$ cat config.mk
export PLATFORM = sky130hd
export DESIGN_NAME = ntc_beta_thermistor_converter
export DESIGN_NICKNAME = d
export VERILOG_FILES = /design/src/sv/ntc_pkg.sv /design/src/sv/ntc_div.sv /design/src/sv/ntc_beta_thermistor_converter.sv
export SDC_FILE = /design/constraint.sdc
export NUM_CORES = 2
export LEC_CHECK = 0
export BUFFER_PORTS_ARGS = -buffer_cell sky130_fd_sc_hd__clkbuf_2
export CAP_MARGIN = 25
export CELL_PAD_IN_SITES_DETAIL_PLACEMENT = 0
export CELL_PAD_IN_SITES_GLOBAL_PLACEMENT = 2
export CORE_MARGIN = 4
export CORE_UTILIZATION = 46
export DETAILED_ROUTE_END_ITERATION = 7
export PLACE_DENSITY_LB_ADDON = 0.05
export SLEW_MARGIN = 10
export SYNTH_ARGS = -nofsm -noshare
export SYNTH_HDL_FRONTEND = slang
export SYNTH_SLANG_ARGS = --single-unit
$ cat constraint.sdc
create_clock -name clock -period 36.5 [get_ports clock]
set_clock_uncertainty 0.05 [all_clocks]
set_input_delay 0 -clock clock [delete_from_list [all_inputs] [get_ports clock]]
set_output_delay 0 -clock clock [all_outputs]
set_load 0.05 [all_outputs]
$ cat src/sv/ntc_pkg.sv
`default_nettype none
// ----------------------------------------------------------------------------
// NTC converter package
// Shared state encoding, register indexes and fixed-point constants.
// ----------------------------------------------------------------------------
package ntc_pkg;

   localparam int DIV_W  = 44;   // dividend and quotient width of the divider
   localparam int DIVR_W = 30;   // divisor width of the divider
   localparam int CSR_IDX_W = 4;

   localparam logic [CSR_IDX_W-1:0] CSR_PULLUP  = 4'd0;
   localparam logic [CSR_IDX_W-1:0] CSR_NOMINAL = 4'd1;
   localparam logic [CSR_IDX_W-1:0] CSR_BETA    = 4'd2;
   localparam logic [CSR_IDX_W-1:0] CSR_T0      = 4'd3;

   localparam logic [31:0]       LN2_Q32      = 32'd2977044472;
   localparam logic [12:0]       OK_MARGIN_MV = 13'd10;
   localparam logic signed [11:0] TEMP_MIN_DECI = -12'sd1000;
   localparam logic signed [11:0] TEMP_MAX_DECI = 12'sd2000;
   localparam logic [28:0]       TEMP_MIN_MAG = 29'd1000;
   localparam logic [28:0]       TEMP_MAX_MAG = 29'd2000;
   localparam logic [44:0]       KELVIN_OFS   = 45'd895057920;   // 27315 * 2^15
   localparam logic [DIV_W-1:0]  F_NUM        = 44'd10995116277760; // 10 * 2^40
   localparam logic [DIV_W-1:0]  T0_NUM       = 44'd3355443200;  // 200 * 2^24
   localparam logic [16:0]       KELVIN_C100  = 17'd27315;

   typedef enum logic [17:0] {
      S_IDLE   = 18'h00001,
      S_NUM    = 18'h00002,
      S_DEN    = 18'h00004,
      S_CHK    = 18'h00008,
      S_NORM   = 18'h00010,
      S_SQR    = 18'h00020,
      S_LNHI   = 18'h00040,
      S_LNLO   = 18'h00080,
      S_T0     = 18'h00100,
      S_T0W    = 18'h00200,
      S_BETA   = 18'h00400,
      S_BETAW  = 18'h00800,
      S_SUM    = 18'h01000,
      S_FDIV   = 18'h02000,
      S_FDIVW  = 18'h04000,
      S_FIN    = 18'h08000,
      S_EMIT   = 18'h10000,
      S_SPARE  = 18'h20000
   } state_type;

endpackage
`default_nettype wire

$ cat src/sv/ntc_div.sv
`default_nettype none
// ----------------------------------------------------------------------------
// NTC iterative divider
// Restoring unsigned divider, one quotient bit per cycle.
// ----------------------------------------------------------------------------
module ntc_div
   import ntc_pkg::*;
(
   input  wire logic              clock,
   input  wire logic              reset,
   input  wire logic              start,
   input  wire logic [DIV_W-1:0]  dividend,
   input  wire logic [DIVR_W-1:0] divisor,
   output logic                   done,
   output logic [DIV_W-1:0]       quotient
);

   localparam int CNT_W = $clog2(DIV_W + 1);
   localparam logic [CNT_W-1:0] LAST = CNT_W'(DIV_W - 1);

   logic [DIVR_W-1:0] rem_ff, rem_in, div_ff, div_in;
   logic [DIV_W-1:0]  quo_ff, quo_in;
   logic [CNT_W-1:0]  cnt_ff, cnt_in;
   logic              busy_ff, busy_in, done_ff, done_in;
   logic [DIVR_W:0]   trial;
   logic              fits;

   always_comb begin
      trial   = {rem_ff, quo_ff[DIV_W-1]};
      fits    = trial >= {1'b0, div_ff};
      rem_in  = rem_ff;
      quo_in  = quo_ff;
      div_in  = div_ff;
      cnt_in  = cnt_ff;
      busy_in = busy_ff;
      done_in = 1'b0;
      if (start) begin
         rem_in  = '0;
         quo_in  = dividend;
         div_in  = divisor;
         cnt_in  = '0;
         busy_in = 1'b1;
      end else if (busy_ff) begin
         rem_in = fits ? DIVR_W'(trial - {1'b0, div_ff}) : trial[DIVR_W-1:0];
         quo_in = {quo_ff[DIV_W-2:0], fits};
         cnt_in = cnt_ff + 1'b1;
         if (cnt_ff == LAST) begin
            busy_in = 1'b0;
            done_in = 1'b1;
         end
      end
   end

   always_ff @(posedge clock) begin
      if (reset) begin
         busy_ff <= 1'b0;
         done_ff <= 1'b0;
         cnt_ff  <= '0;
      end else begin
         busy_ff <= busy_in;
         done_ff <= done_in;
         cnt_ff  <= cnt_in;
      end
      rem_ff <= rem_in;
      quo_ff <= quo_in;
      div_ff <= div_in;
   end

   assign done     = done_ff;
   assign quotient = quo_ff;

endmodule
`default_nettype wire

$ cat src/sv/ntc_beta_thermistor_converter.sv
`default_nettype none
// ----------------------------------------------------------------------------
// NTC beta thermistor converter
// Turns a pair of divider millivolt readings into a temperature in 0.1 C.
// ----------------------------------------------------------------------------
// Usage: a transaction on the req_ channel carries the divider reference and
// the thermistor voltage. Each accepted transaction yields exactly one
// transaction on the rsp_ channel with the temperature and status flags.
// The csr_ channel writes the pull-up, nominal resistance, beta and reference
// temperature registers; it is always ready and must only be used while the
// block is idle.
// Conversion steps: a faulted reading goes straight to the result state. A
// valid reading passes three setup states (S_NUM, S_DEN, S_CHK), two base-2
// logarithms (5 normalize steps and 24 squarings each, on the
// shared 31x31 multiplier), two multiplies for the ln(2) scale and
// three 44-step passes through the shared restoring divider (1/T0, division
// by beta and the final reciprocal). The divider passes take most of the time.
// One reading is converted at a time; req_stall is high while converting.
// Reset loads the register defaults and assumes the sensor is in fault.
// When the receiver stalls, the result register holds its transaction and a
// finished conversion waits in its last state until the register frees up.
// ----------------------------------------------------------------------------
module ntc_beta_thermistor_converter
   import ntc_pkg::*;
(
   input  wire logic                 clock,
   input  wire logic                 reset,
   input  wire logic                 req_valid,
   output logic                      req_stall,
   input  wire logic [11:0]          req_ref_millivolts,
   input  wire logic [11:0]          req_sense_millivolts,
   output logic                      rsp_valid,
   input  wire logic                 rsp_stall,
   output logic signed [11:0]        rsp_temp_deci_c,
   output logic                      rsp_sensor_ok,
   output logic                      rsp_fault_raised,
   output logic                      rsp_clamped,
   input  wire logic                 csr_valid,
   output logic                      csr_ready,
   input  wire logic [CSR_IDX_W-1:0] csr_index,
   input  wire logic [19:0]          csr_data
);

   // Configuration registers.
   logic [19:0] pullup_ff, nominal_ff;
   logic [13:0] beta_ff;
   logic [6:0]  t0c_ff;

   state_type state_ff, state_in;
   logic        in_fault_ff, in_fault_in;

   // Working registers.
   logic [11:0] ref_ff, ref_in, sense_ff, sense_in;
   logic [31:0] num_ff, num_in, den_ff, den_in, x_ff, x_in;
   logic [4:0]  k_ff, k_in, step_ff, step_in;
   logic        second_ff, second_in;
   logic [30:0] m_ff, m_in;
   logic [23:0] frac_ff, frac_in;
   logic [28:0] lognum_ff, lognum_in, logden_ff, logden_in;
   logic [45:0] prod_ff, prod_in;
   logic [29:0] lnmag_ff, lnmag_in, q_ff, q_in, s_ff, s_in;
   logic [16:0] invt0_ff, invt0_in;
   logic [DIV_W-1:0] f_ff, f_in;

   // Pending result.
   logic signed [11:0] res_temp_ff, res_temp_in;
   logic        res_ok_ff, res_ok_in, res_raised_ff, res_raised_in;
   logic        res_clamp_ff, res_clamp_in;

   logic        rsp_valid_ff, rsp_valid_in;
   logic signed [11:0] rsp_temp_ff;
   logic        rsp_ok_ff, rsp_raised_ff, rsp_clamp_ff;
   logic        rsp_load;

   // Shared multiplier.
   logic [30:0] mul_a, mul_b;
   logic [61:0] mul_p;

   // Divider hookup.
   logic              div_start;
   logic              div_done;
   logic [DIV_W-1:0]  div_dividend;
   logic [DIVR_W-1:0] div_divisor;
   logic [DIV_W-1:0]  div_quot;

   // Helpers.
   logic        req_take, ok_reading;
   logic [4:0]  sh;
   logic [31:0] hi_mask, x_next;
   logic [4:0]  k_next;
   logic        hi_zero;
   logic [31:0] sq;
   logic [28:0] log_val;
   logic        d2_neg;
   logic [28:0] d2_mag;
   logic [61:0] ln_acc;
   logic [16:0] t0_d;
   logic [13:0] beta_eff;
   logic [31:0] s_sum;
   logic [44:0] dk, dk_abs;
   logic [28:0] t_abs;

   assign req_stall = (state_ff != S_IDLE);
   assign req_take  = req_valid && !req_stall;
   assign ok_reading = ({1'b0, req_sense_millivolts} + OK_MARGIN_MV)
                       < {1'b0, req_ref_millivolts};
   assign csr_ready = 1'b1;

   assign rsp_load = (state_ff == S_EMIT) && (!rsp_valid_ff || !rsp_stall);

   assign mul_p = 62'(mul_a) * 62'(mul_b);

   ntc_div u_div (
      .clock    (clock),
      .reset    (reset),
      .start    (div_start),
      .dividend (div_dividend),
      .divisor  (div_divisor),
      .done     (div_done),
      .quotient (div_quot)
   );

   always_comb begin
      // Normalize step: shift by 16, 8, 4, 2, 1 until the MSB sits at bit 31.
      sh      = 5'd16 >> step_ff[2:0];
      hi_mask = ~(32'hFFFF_FFFF >> sh);
      hi_zero = (x_ff & hi_mask) == 32'd0;
      x_next  = hi_zero ? (x_ff << sh) : x_ff;
      k_next  = hi_zero ? (k_ff - sh) : k_ff;

      sq      = mul_p[61:30];
      log_val = {k_ff, frac_ff[22:0], sq[31]};

      d2_neg  = logden_ff > lognum_ff;
      d2_mag  = d2_neg ? (logden_ff - lognum_ff) : (lognum_ff - logden_ff);
      ln_acc  = {prod_ff, 16'd0} + mul_p + (62'd1 << 31);

      t0_d     = 17'(t0c_ff) * 17'd100 + KELVIN_C100;
      beta_eff = (beta_ff == 14'd0) ? 14'd1 : beta_ff;
      s_sum    = d2_neg ? ({15'd0, invt0_ff} - {2'd0, q_ff})
                        : ({15'd0, invt0_ff} + {2'd0, q_ff});

      dk     = {1'b0, f_ff} - KELVIN_OFS;
      dk_abs = dk[44] ? (45'd0 - dk) : dk;
      t_abs  = dk_abs[44:16];
   end

   always_comb begin
      state_in      = state_ff;
      in_fault_in   = in_fault_ff;
      ref_in        = ref_ff;
      sense_in      = sense_ff;
      num_in        = num_ff;
      den_in        = den_ff;
      x_in          = x_ff;
      k_in          = k_ff;
      step_in       = step_ff;
      second_in     = second_ff;
      m_in          = m_ff;
      frac_in       = frac_ff;
      lognum_in     = lognum_ff;
      logden_in     = logden_ff;
      prod_in       = prod_ff;
      lnmag_in      = lnmag_ff;
      invt0_in      = invt0_ff;
      q_in          = q_ff;
      s_in          = s_ff;
      f_in          = f_ff;
      res_temp_in   = res_temp_ff;
      res_ok_in     = res_ok_ff;
      res_raised_in = res_raised_ff;
      res_clamp_in  = res_clamp_ff;
      mul_a         = m_ff;
      mul_b         = m_ff;
      div_start     = 1'b0;
      div_dividend  = T0_NUM + 44'(t0_d);
      div_divisor   = {12'd0, t0_d, 1'b0};

      unique case (state_ff)
         S_IDLE: begin
            if (req_take) begin
               ref_in   = req_ref_millivolts;
               sense_in = req_sense_millivolts;
               if (ok_reading) begin
                  in_fault_in   = 1'b0;
                  res_ok_in     = 1'b1;
                  res_raised_in = 1'b0;
                  state_in      = S_NUM;
               end else begin
                  res_temp_in   = 12'sd0;
                  res_ok_in     = 1'b0;
                  res_raised_in = !in_fault_ff;
                  res_clamp_in  = 1'b0;
                  in_fault_in   = 1'b1;
                  state_in      = S_EMIT;
               end
            end
         end
         S_NUM: begin
            mul_a    = {19'd0, sense_ff};
            mul_b    = {11'd0, pullup_ff};
            num_in   = mul_p[31:0];
            state_in = S_DEN;
         end
         S_DEN: begin
            mul_a    = {19'd0, ref_ff - sense_ff};
            mul_b    = {11'd0, nominal_ff};
            den_in   = mul_p[31:0];
            state_in = S_CHK;
         end
         S_CHK: begin
            if (num_ff == 32'd0 || den_ff == 32'd0) begin
               res_temp_in  = TEMP_MIN_DECI;
               res_clamp_in = 1'b1;
               state_in     = S_EMIT;
            end else begin
               x_in      = num_ff;
               k_in      = 5'd31;
               step_in   = 5'd0;
               second_in = 1'b0;
               state_in  = S_NORM;
            end
         end
         S_NORM: begin
            x_in    = x_next;
            k_in    = k_next;
            step_in = step_ff + 5'd1;
            if (step_ff == 5'd4) begin
               m_in     = x_next[31:1];
               frac_in  = 24'd0;
               step_in  = 5'd0;
               state_in = S_SQR;
            end
         end
         S_SQR: begin
            // Square the mantissa; a result of two or more yields a one bit.
            m_in    = sq[31] ? sq[31:1] : sq[30:0];
            frac_in = {frac_ff[22:0], sq[31]};
            step_in = step_ff + 5'd1;
            if (step_ff == 5'd23) begin
               step_in = 5'd0;
               if (!second_ff) begin
                  lognum_in = log_val;
                  x_in      = den_ff;
                  k_in      = 5'd31;
                  second_in = 1'b1;
                  state_in  = S_NORM;
               end else begin
                  logden_in = log_val;
                  state_in  = S_LNHI;
               end
            end
         end
         S_LNHI: begin
            mul_a    = {2'd0, d2_mag};
            mul_b    = {15'd0, LN2_Q32[31:16]};
            prod_in  = mul_p[45:0];
            state_in = S_LNLO;
         end
         S_LNLO: begin
            mul_a    = {2'd0, d2_mag};
            mul_b    = {15'd0, LN2_Q32[15:0]};
            lnmag_in = ln_acc[61:32];
            state_in = S_T0;
         end
         S_T0: begin
            div_start = 1'b1;
            state_in  = S_T0W;
         end
         S_T0W: begin
            if (div_done) begin
               invt0_in = div_quot[16:0];
               state_in = S_BETA;
            end
         end
         S_BETA: begin
            div_start    = 1'b1;
            div_dividend = {14'd0, lnmag_ff};
            div_divisor  = {16'd0, beta_eff};
            state_in     = S_BETAW;
         end
         S_BETAW: begin
            if (div_done) begin
               q_in     = div_quot[29:0];
               state_in = S_SUM;
            end
         end
         S_SUM: begin
            if (s_sum[31]) begin
               res_temp_in  = TEMP_MIN_DECI;
               res_clamp_in = 1'b1;
               state_in     = S_EMIT;
            end else if (s_sum == 32'd0) begin
               res_temp_in  = TEMP_MAX_DECI;
               res_clamp_in = 1'b1;
               state_in     = S_EMIT;
            end else begin
               s_in     = s_sum[29:0];
               state_in = S_FDIV;
            end
         end
         S_FDIV: begin
            div_start    = 1'b1;
            div_dividend = F_NUM;
            div_divisor  = s_ff;
            state_in     = S_FDIVW;
         end
         S_FDIVW: begin
            if (div_done) begin
               f_in     = div_quot;
               state_in = S_FIN;
            end
         end
         S_FIN: begin
            // Deci-kelvin minus the offset, truncated toward zero, then clamped.
            res_clamp_in = 1'b0;
            if (dk[44]) begin
               if (t_abs > TEMP_MIN_MAG) begin
                  res_temp_in  = TEMP_MIN_DECI;
                  res_clamp_in = 1'b1;
               end else begin
                  res_temp_in = $signed(12'd0 - t_abs[11:0]);
               end
            end else begin
               if (t_abs > TEMP_MAX_MAG) begin
                  res_temp_in  = TEMP_MAX_DECI;
                  res_clamp_in = 1'b1;
               end else begin
                  res_temp_in = $signed(t_abs[11:0]);
               end
            end
            state_in = S_EMIT;
         end
         S_EMIT: begin
            if (rsp_load) begin
               state_in = S_IDLE;
            end
         end
         default: begin
            state_in = S_IDLE;
         end
      endcase
   end

   always_comb begin
      rsp_valid_in = (rsp_valid_ff && rsp_stall) || rsp_load;
   end

   always_ff @(posedge clock) begin
      if (reset) begin
         state_ff     <= S_IDLE;
         in_fault_ff  <= 1'b1;
         rsp_valid_ff <= 1'b0;
         pullup_ff    <= 20'd10000;
         nominal_ff   <= 20'd10000;
         beta_ff      <= 14'd3950;
         t0c_ff       <= 7'd25;
      end else begin
         state_ff     <= state_in;
         in_fault_ff  <= in_fault_in;
         rsp_valid_ff <= rsp_valid_in;
         if (csr_valid && csr_ready) begin
            unique case (csr_index)
               CSR_PULLUP:  pullup_ff  <= csr_data;
               CSR_NOMINAL: nominal_ff <= csr_data;
               CSR_BETA:    beta_ff    <= csr_data[13:0];
               CSR_T0:      t0c_ff     <= csr_data[6:0];
               default: begin
               end
            endcase
         end
      end
      ref_ff        <= ref_in;
      sense_ff      <= sense_in;
      num_ff        <= num_in;
      den_ff        <= den_in;
      x_ff          <= x_in;
      k_ff          <= k_in;
      step_ff       <= step_in;
      second_ff     <= second_in;
      m_ff          <= m_in;
      frac_ff       <= frac_in;
      lognum_ff     <= lognum_in;
      logden_ff     <= logden_in;
      prod_ff       <= prod_in;
      lnmag_ff      <= lnmag_in;
      invt0_ff      <= invt0_in;
      q_ff          <= q_in;
      s_ff          <= s_in;
      f_ff          <= f_in;
      res_temp_ff   <= res_temp_in;
      res_ok_ff     <= res_ok_in;
      res_raised_ff <= res_raised_in;
      res_clamp_ff  <= res_clamp_in;
      if (rsp_load) begin
         rsp_temp_ff   <= res_temp_ff;
         rsp_ok_ff     <= res_ok_ff;
         rsp_raised_ff <= res_raised_ff;
         rsp_clamp_ff  <= res_clamp_ff;
      end
   end

   assign rsp_valid        = rsp_valid_ff;
   assign rsp_temp_deci_c  = rsp_temp_ff;
   assign rsp_sensor_ok    = rsp_ok_ff;
   assign rsp_fault_raised = rsp_raised_ff;
   assign rsp_clamped      = rsp_clamp_ff;

endmodule
`default_nettype wire

# Yosys cells after proc, flatten, opt, wreduce, memory -nomap -nowiden
# Index checks and enable logic that the tools add are counted.
[totals] regBits=663 latchBits=0 mem_bits_rw=0 rom_bits=0 input_bits=53 output_inout_bits=18 word_cells=224 mem_count=0
[classes] n_addsub=17 n_mul=2 n_div=0 n_lt_le_gt_ge=5 n_eq_ne=37 n_shift=3 muxes=71 bitwise=6 reduce_logical=43
[op_table] operator="one-hot mux 18 bit (17 select lines)" n=1
[op_table] operator="2-to-1 mux 32 bit" n=5
[op_table] operator="logical NOT 32 bit" n=4
[op_table] operator="2-to-1 mux 18 bit" n=7
[op_table] operator="one-hot mux 31 bit (4 select lines)" n=1
[op_table] operator="2-to-1 mux 12 bit" n=8
[op_table] operator="one-hot mux 32 bit (3 select lines)" n=1
[op_table] operator="one-hot mux 31 bit (3 select lines)" n=1
[op_table] operator="2-to-1 mux 44 bit" n=2
[op_table] operator="one-hot mux 44 bit (2 select lines)" n=1
[op_table] operator="2-to-1 mux 17 bit" n=4
[op_table] operator="adder 62 x 32 -> 62 bit, second input constant" n=1
[op_table] operator="adder 62 bit" n=1
[op_table] operator="multiplier 31 x 31 -> 62 bit" n=1
[op_table] operator="2-to-1 mux 31 bit" n=2
[op_table] operator="one-hot mux 31 bit (2 select lines)" n=1
[op_table] operator="one-hot mux 30 bit (2 select lines)" n=1
[op_table] operator="subtractor 29 bit" n=2
[op_table] operator="one-hot mux 12 bit (4 select lines)" n=1
[op_table] operator="one-hot mux 23 bit (2 select lines)" n=1
[op_table] operator="2-to-1 mux 45 bit" n=1
[op_table] operator="subtractor 1 x 45 -> 45 bit, first input constant" n=1
[op_table] operator="subtractor 44 x 30 -> 45 bit, second input constant" n=1
[op_table] operator="2-to-1 mux 5 bit" n=7
[op_table] operator="other kinds (73)" n=128

# Depth between registers and ports, before layout
[logic_depth] word_depth=8 mapped_depth=64 mapped_depth_nobuf=61

# Cells and area by module
# From an unflattened synthesis, not the netlist that was laid out.
[hier_totals] hier_cells=7410 hier_area_um2=70146.0
[by_module_without_submodules] mod="ntc_beta_thermistor_converter" instances=1 cells_per_inst=6839 area_each_um2=64068.9
[by_module_without_submodules] mod="ntc_div" instances=1 cells_per_inst=571 area_each_um2=6077.1

# Least setup slack after synthesis
# Ideal clock, no wire load.
[synth_timing] kind="register to register" startpoint="reg state_ff[9]" endpoint="reg lnmag_ff[27], data pin" t_arrival_ns=13.059 required_ns=36.191 path_slack_ns=23.133 stages_incl_launch_ff=49 path_buffers=2 cell_sequence="dfxtp_1 -> clkbuf_1 -> nor3_1 -> nand2_1 -> nor3b_1 -> nand2_1 -> nor2_1 -> a221oi_1 -> nand2_1 -> o21a_1 -> clkbuf_1 -> nand2_1 -> fa_1 -> inv_1 -> fa_1 -> inv_1 -> fa_1 -> fa_1 -> [13 not listed] -> a31oi_1 -> o21bai_1 -> a21oi_1 -> xnor2_1 -> ha_1 -> ha_1 -> a21o_1 -> a21o_1 -> a211o_1 -> a21oi_2 -> o211ai_2 -> o2111a_1 -> a31oi_2 -> nor2b_1 -> o31a_1 -> a21o_1 -> a21oi_1 -> xnor2_1"
[synth_between] elab_chain_len=6
[synth_rtl] item="start, declared" line_no="ntc_beta_thermistor_converter.sv:49" text="state_type state_ff, state_in;"
[synth_rtl] item="start signal, assigned" line_no="ntc_beta_thermistor_converter.sv:359" text="state_ff <= state_in;"
[synth_rtl] item="== test 18 x 8 -> 1 bit / == test 18 x 7 -> 1 bit (equally long branches)" line_no="ntc_beta_thermistor_converter.sv:179" text="unique case (state_ff)"
[synth_rtl] item="OR reduction 2 bit (no source line)"
[synth_rtl] item="one-hot mux 31 bit (3 select lines)" line_no="ntc_beta_thermistor_converter.sv:179"
[synth_rtl] item="multiplier 31 x 31 -> 62 bit *" line_no="ntc_beta_thermistor_converter.sv:111" text="assign mul_p = 62'(mul_a) * 62'(mul_b);"
[synth_rtl] item="named net mul_p[39]" line_no="ntc_beta_thermistor_converter.sv:77" text="logic [61:0] mul_p;"
[synth_rtl] item="adder 62 bit *" line_no="ntc_beta_thermistor_converter.sv:136" text="ln_acc = {prod_ff, 16'd0} + mul_p + (62'd1 << 31);"
[synth_rtl] item="adder 62 x 32 -> 62 bit *" line_no="ntc_beta_thermistor_converter.sv:136"
[synth_rtl] item="named net ln_acc[59]" line_no="ntc_beta_thermistor_converter.sv:96" text="logic [61:0] ln_acc;"
[synth_rtl] item="end signal, assigned" line_no="ntc_beta_thermistor_converter.sv:386" text="lnmag_ff <= lnmag_in;"
[synth_rtl] item="end, declared" line_no="ntc_beta_thermistor_converter.sv:61" text="logic [29:0] lnmag_ff, lnmag_in, q_ff, q_in, s_ff, s_in;"
# The timed path passes the listed nets; every way through them passes the cells marked *.
# A chain may end at the register's enable or synchronous reset.

# Worst setup path after layout
[layout_timing] startpoint="reg state_ff[14]" endpoint="reg lnmag_ff[27], data pin"
# Same word-level chain as after synthesis.

==> summary.md <==
With fillers left out, the area of the finished cells amounts to 74800 um2. For the combined area of all synthesized cells, the log shows 68700 um2. The most frequent standard cell in the layout excluding fill and tap cells was sky130_fd_sc_hd__inv_1.

The most critical setup path has its startpoint at state_ff[14]$_SDFFE_PP0P_. The tools report the total iterations of the first detailed-routing run as 5. For the number of antenna violations at the first check in global routing, the log shows 16.

Clock tree synthesis inserted a total of 78 buffers. The standard-cell row count is 141, and the XOR/XNOR share of the synthesized area is 3.00%. The final wirelength came out at 239 mm. The max-slew headroom at the worst pin came out at 12.6%.

The number of synthesized flops with an enable pin was 544. Derived from the worst setup path, the maximum achievable clock frequency is 0.0621 GHz. Of the cells placed in the final design, the portion with a size suffix greater than 1 is 6.47%. For the worst setup path, the data required time is 36.89 ns. Port buffering added 69 buffers.

Among all flip-flop cells after synthesis, the most frequent one is sky130_fd_sc_hd__edfxtp_1. In this run the most critical hold path is launched from req_ref_millivolts[10]. The minimum period implied by the final worst setup slack was 16.10 ns. The number of remaining DRC errors was 0.

The first routing iteration left 4552 violations. A synthesized cell averages 9.56 um2. The run gives 46.4% as the initial standard-cell utilization of the core. Area share of fa/ha/maj cells after synthesis: 34.2%. Post-CTS timing repair inserted 0 buffers for setup. The tools report the area occupied by registers as 18700 um2. The cell count after synthesis came out at 7192. The run gives 0 ns as the final setup TNS.

In the finished design, the share of the clock period the worst path needs comes to 44.1%. Summing the areas of all compound-gate instances in the mapped netlist gives 11.8% of the synthesized area. Remaining global-route overflow: 0.

STA classifies the critical path endpoint as a register. The tools report the filler cell count in the final layout as 13980. The library cells used most frequently in the layout, excluding fill and tap cells, are sky130_fd_sc_hd__inv_1 (1143), sky130_fd_sc_hd__nand2_1 (930), sky130_fd_sc_hd__fa_1 (846). The slew at the pin closest to its max-slew limit is 1.31 ns.

The path class of the tightest hold or removal check is input port to register. The total I/O pin count is 71. The congestion estimate from routability-driven global placement came to 0.950. Synthesis produced a netlist with a net count of 8616. The run gives 0 as the count of final hold-check violations. The run finished with clean final reports. For the placement-stage cell area, the log shows 71500 um2. The proportion of synthesized flip-flops having asynchronous set or reset was 0%; the post-cts repair resize count was 0. Setup repair after global routing left no endpoint under its margin. The number of flip-flops and latches in the synthesized netlist is 662, and the layout overhead on the synthesized area is 8.82%. The worst register-to-register path begins at state_ff[14]$_SDFFE_PP0P_.

The maximum level of the CTS H-tree is 3. The average wire per cell in the routed design is 25.9 um. The number of distinct library cell variants in the gate-level netlist after synthesis was 113. The count of nets left with antenna violations once routing finished came out at 0. The via count of the first global-routing pass was 53395. STA classifies the critical path startpoint as a register. On the critical path, the stage with the largest delay is an instance of sky130_fd_sc_hd__inv_2. STA puts the critical path data arrival time at 16.49 ns.

The pin count of the biggest net entering global routing came out at 71. The first global-routing pass estimated 355 mm of wire. In this design, the stage delay of the slowest critical-path cell is 0.62 ns. Summing the areas of all and, or, nand and nor instances in the mapped netlist gives 13.6% of the synthesized area. The logs give 156000 um2 for the floorplan die area and 0.68 ns for the clock latency at the later pin of the worst-skew pair.

TritonCTS built the clock tree. Summing all multi-input logic gate instances after layout gives 44600 um2. The die is 395 um wide.

Of all nets on the critical path, the largest fanout is 38. Number of hold-repair buffers added at the cts stage: 59. The run gives 189 mm as the detailed-placement wirelength estimate. The core footprint was 148000 um2; the share of synthesized area spent on multiplexers was 1.91%.

The die is 395 um tall. Total count of max-transition violations in the final report: 0. After clock tree synthesis, the clock-pin slew on the worst setup and hold paths is 0.06 ns. Max-cap violations in this run came to 0. The cell that appears most often on the critical path is sky130_fd_sc_hd__fa_1. The via density per instance was 5.74.

The combinational family with the most area after synthesis is adder cells. The clock passes through at most 3 buffers. Summing the sequential cell areas from Yosys gives 27.2% of the chip area.

Total global-route track usage: 30.6%. Setup violations remaining at the end of the flow were counted as 0. Counting every sink on the clock net gives 662. Across all layers, the routed design uses 52964 vias. The logs give 8644 for the final net count and 0 for the number of warnings issued by yosys.

Root cell of the clock tree: sky130_fd_sc_hd__clkbuf_16. The worst setup path is of the register to register kind.
[final timing paths]
kind                                                     end  slack [ns]  cells past startpoint
worst max-delay path                  lnmag_ff[27]$_DFFE_PN_       20.40                     55
worst min-delay path                    ref_ff[10]$_DFFE_PP_        0.05                      2
worst max register to register        lnmag_ff[27]$_DFFE_PN_       20.40                     55
worst min register to register  rsp_temp_deci_c[9]$_DFFE_PP_        0.36                      0
[flip-flops by register name (all words and copies together) (netlist names), 31 cells and up]
register        cells
den_ff             32
m_ff               31
prod_ff            46
x_ff               32
num_ff             32
u_div.quotient     44
f_ff               44
[metal layers]
| metal | part of all wire (%) | track usage [%] | up-vias |
|---|---|---|---|
| met5 | 0 | 0 | - |
| met4 | 3.0 | 8.76 | 0 |
| met3 | 7.7 | 5.08 | 323 |
| met2 | 46 | 48.8 | 1990 |
| met1 | 43 | 43.1 | 26865 |
| li1 | - | - | 23786 |
[per-stage QoR]
stage	hold WS, ns	utilization [%]	cells	worst slack [ns]
6_report	0.0488	50.5	9220	20.40
5_1_grt	0.0279	50.5	9214	19.64
4_1_cts	0.00550	50.4	9210	20.50
3_5_place_dp	0.147	48.2	9007	20.52
3_3_place_gp	0.146	48.1	8997	20.47
2_1_floorplan	0.0489	-	7192	23.13
[cell usage after synthesis, types with 25 or more instances]
cell,count,share of area (%)
sky130_fd_sc_hd__inv_1,1146,6.3
sky130_fd_sc_hd__nand2_1,930,5.1
sky130_fd_sc_hd__fa_1,846,25
sky130_fd_sc_hd__edfxtp_1,544,24
sky130_fd_sc_hd__nor2_1,537,2.9
sky130_fd_sc_hd__ha_1,525,9.6
sky130_fd_sc_hd__a21oi_1,366,2.7
sky130_fd_sc_hd__clkbuf_1,245,1.3
sky130_fd_sc_hd__o21ai_0,233,1.7
sky130_fd_sc_hd__xnor2_1,144,1.8
sky130_fd_sc_hd__a21o_1,131,1.4
sky130_fd_sc_hd__mux2i_1,120,1.7
sky130_fd_sc_hd__dfxtp_1,118,3.4
sky130_fd_sc_hd__and3_1,99,0.90
sky130_fd_sc_hd__and2_1,88,0.80
sky130_fd_sc_hd__xor2_1,88,1.1
sky130_fd_sc_hd__nor3_1,58,0.42
sky130_fd_sc_hd__nor2b_1,57,0.52
sky130_fd_sc_hd__a22oi_1,51,0.56
sky130_fd_sc_hd__nand4_1,49,0.45
sky130_fd_sc_hd__a31oi_1,48,0.44
sky130_fd_sc_hd__buf_2,44,0.32
sky130_fd_sc_hd__nand3_1,43,0.31
sky130_fd_sc_hd__o21a_1,43,0.47
sky130_fd_sc_hd__o21bai_1,43,0.47
sky130_fd_sc_hd__a211oi_1,42,0.46
sky130_fd_sc_hd__nand2b_1,42,0.38
sky130_fd_sc_hd__nor4_1,41,0.37
sky130_fd_sc_hd__or2_2,26,0.24
sky130_fd_sc_hd__a221oi_1,25,0.32
[logic make-up after synthesis]
logic type,count (synthesis)
multiplexers,129
flip-flops,662
buffers and inverters,1478
adder cells (fa/ha/maj),1371
other,1
AND/OR/NAND/NOR,2076
XOR/XNOR,234
AO/OA/AOI/OAI,1241
[final cells by class]
| type | count | share of cell area [%] |
|---|---|---|
| inverter | 1153 | 5.79 |
| clock buffer | 102 | 2.98 |
| timing repair buffer | 273 | 2.82 |
| tap | 1930 | 3.23 |
| antenna | 6 | 0.0201 |
| clock inverter | 42 | 0.611 |
| sequential | 662 | 25.0 |
| multi-input combinational | 5052 | 59.6 |
[critical path: cells and delay by family, from the launching register on]
family | cells | cell delay, ns
adder cells (fa/ha/maj) | 11 | 4.83
AND/OR/NAND/NOR | 10 | 2.48
XOR/XNOR | 2 | 0.62
flip-flops | 1 | 0.37
buffers and inverters | 11 | 2.62
AO/OA/AOI/OAI | 21 | 4.78
Power is not shown: default switching activity piles up to over one toggle a cycle in this logic, so the estimate is an artifact.
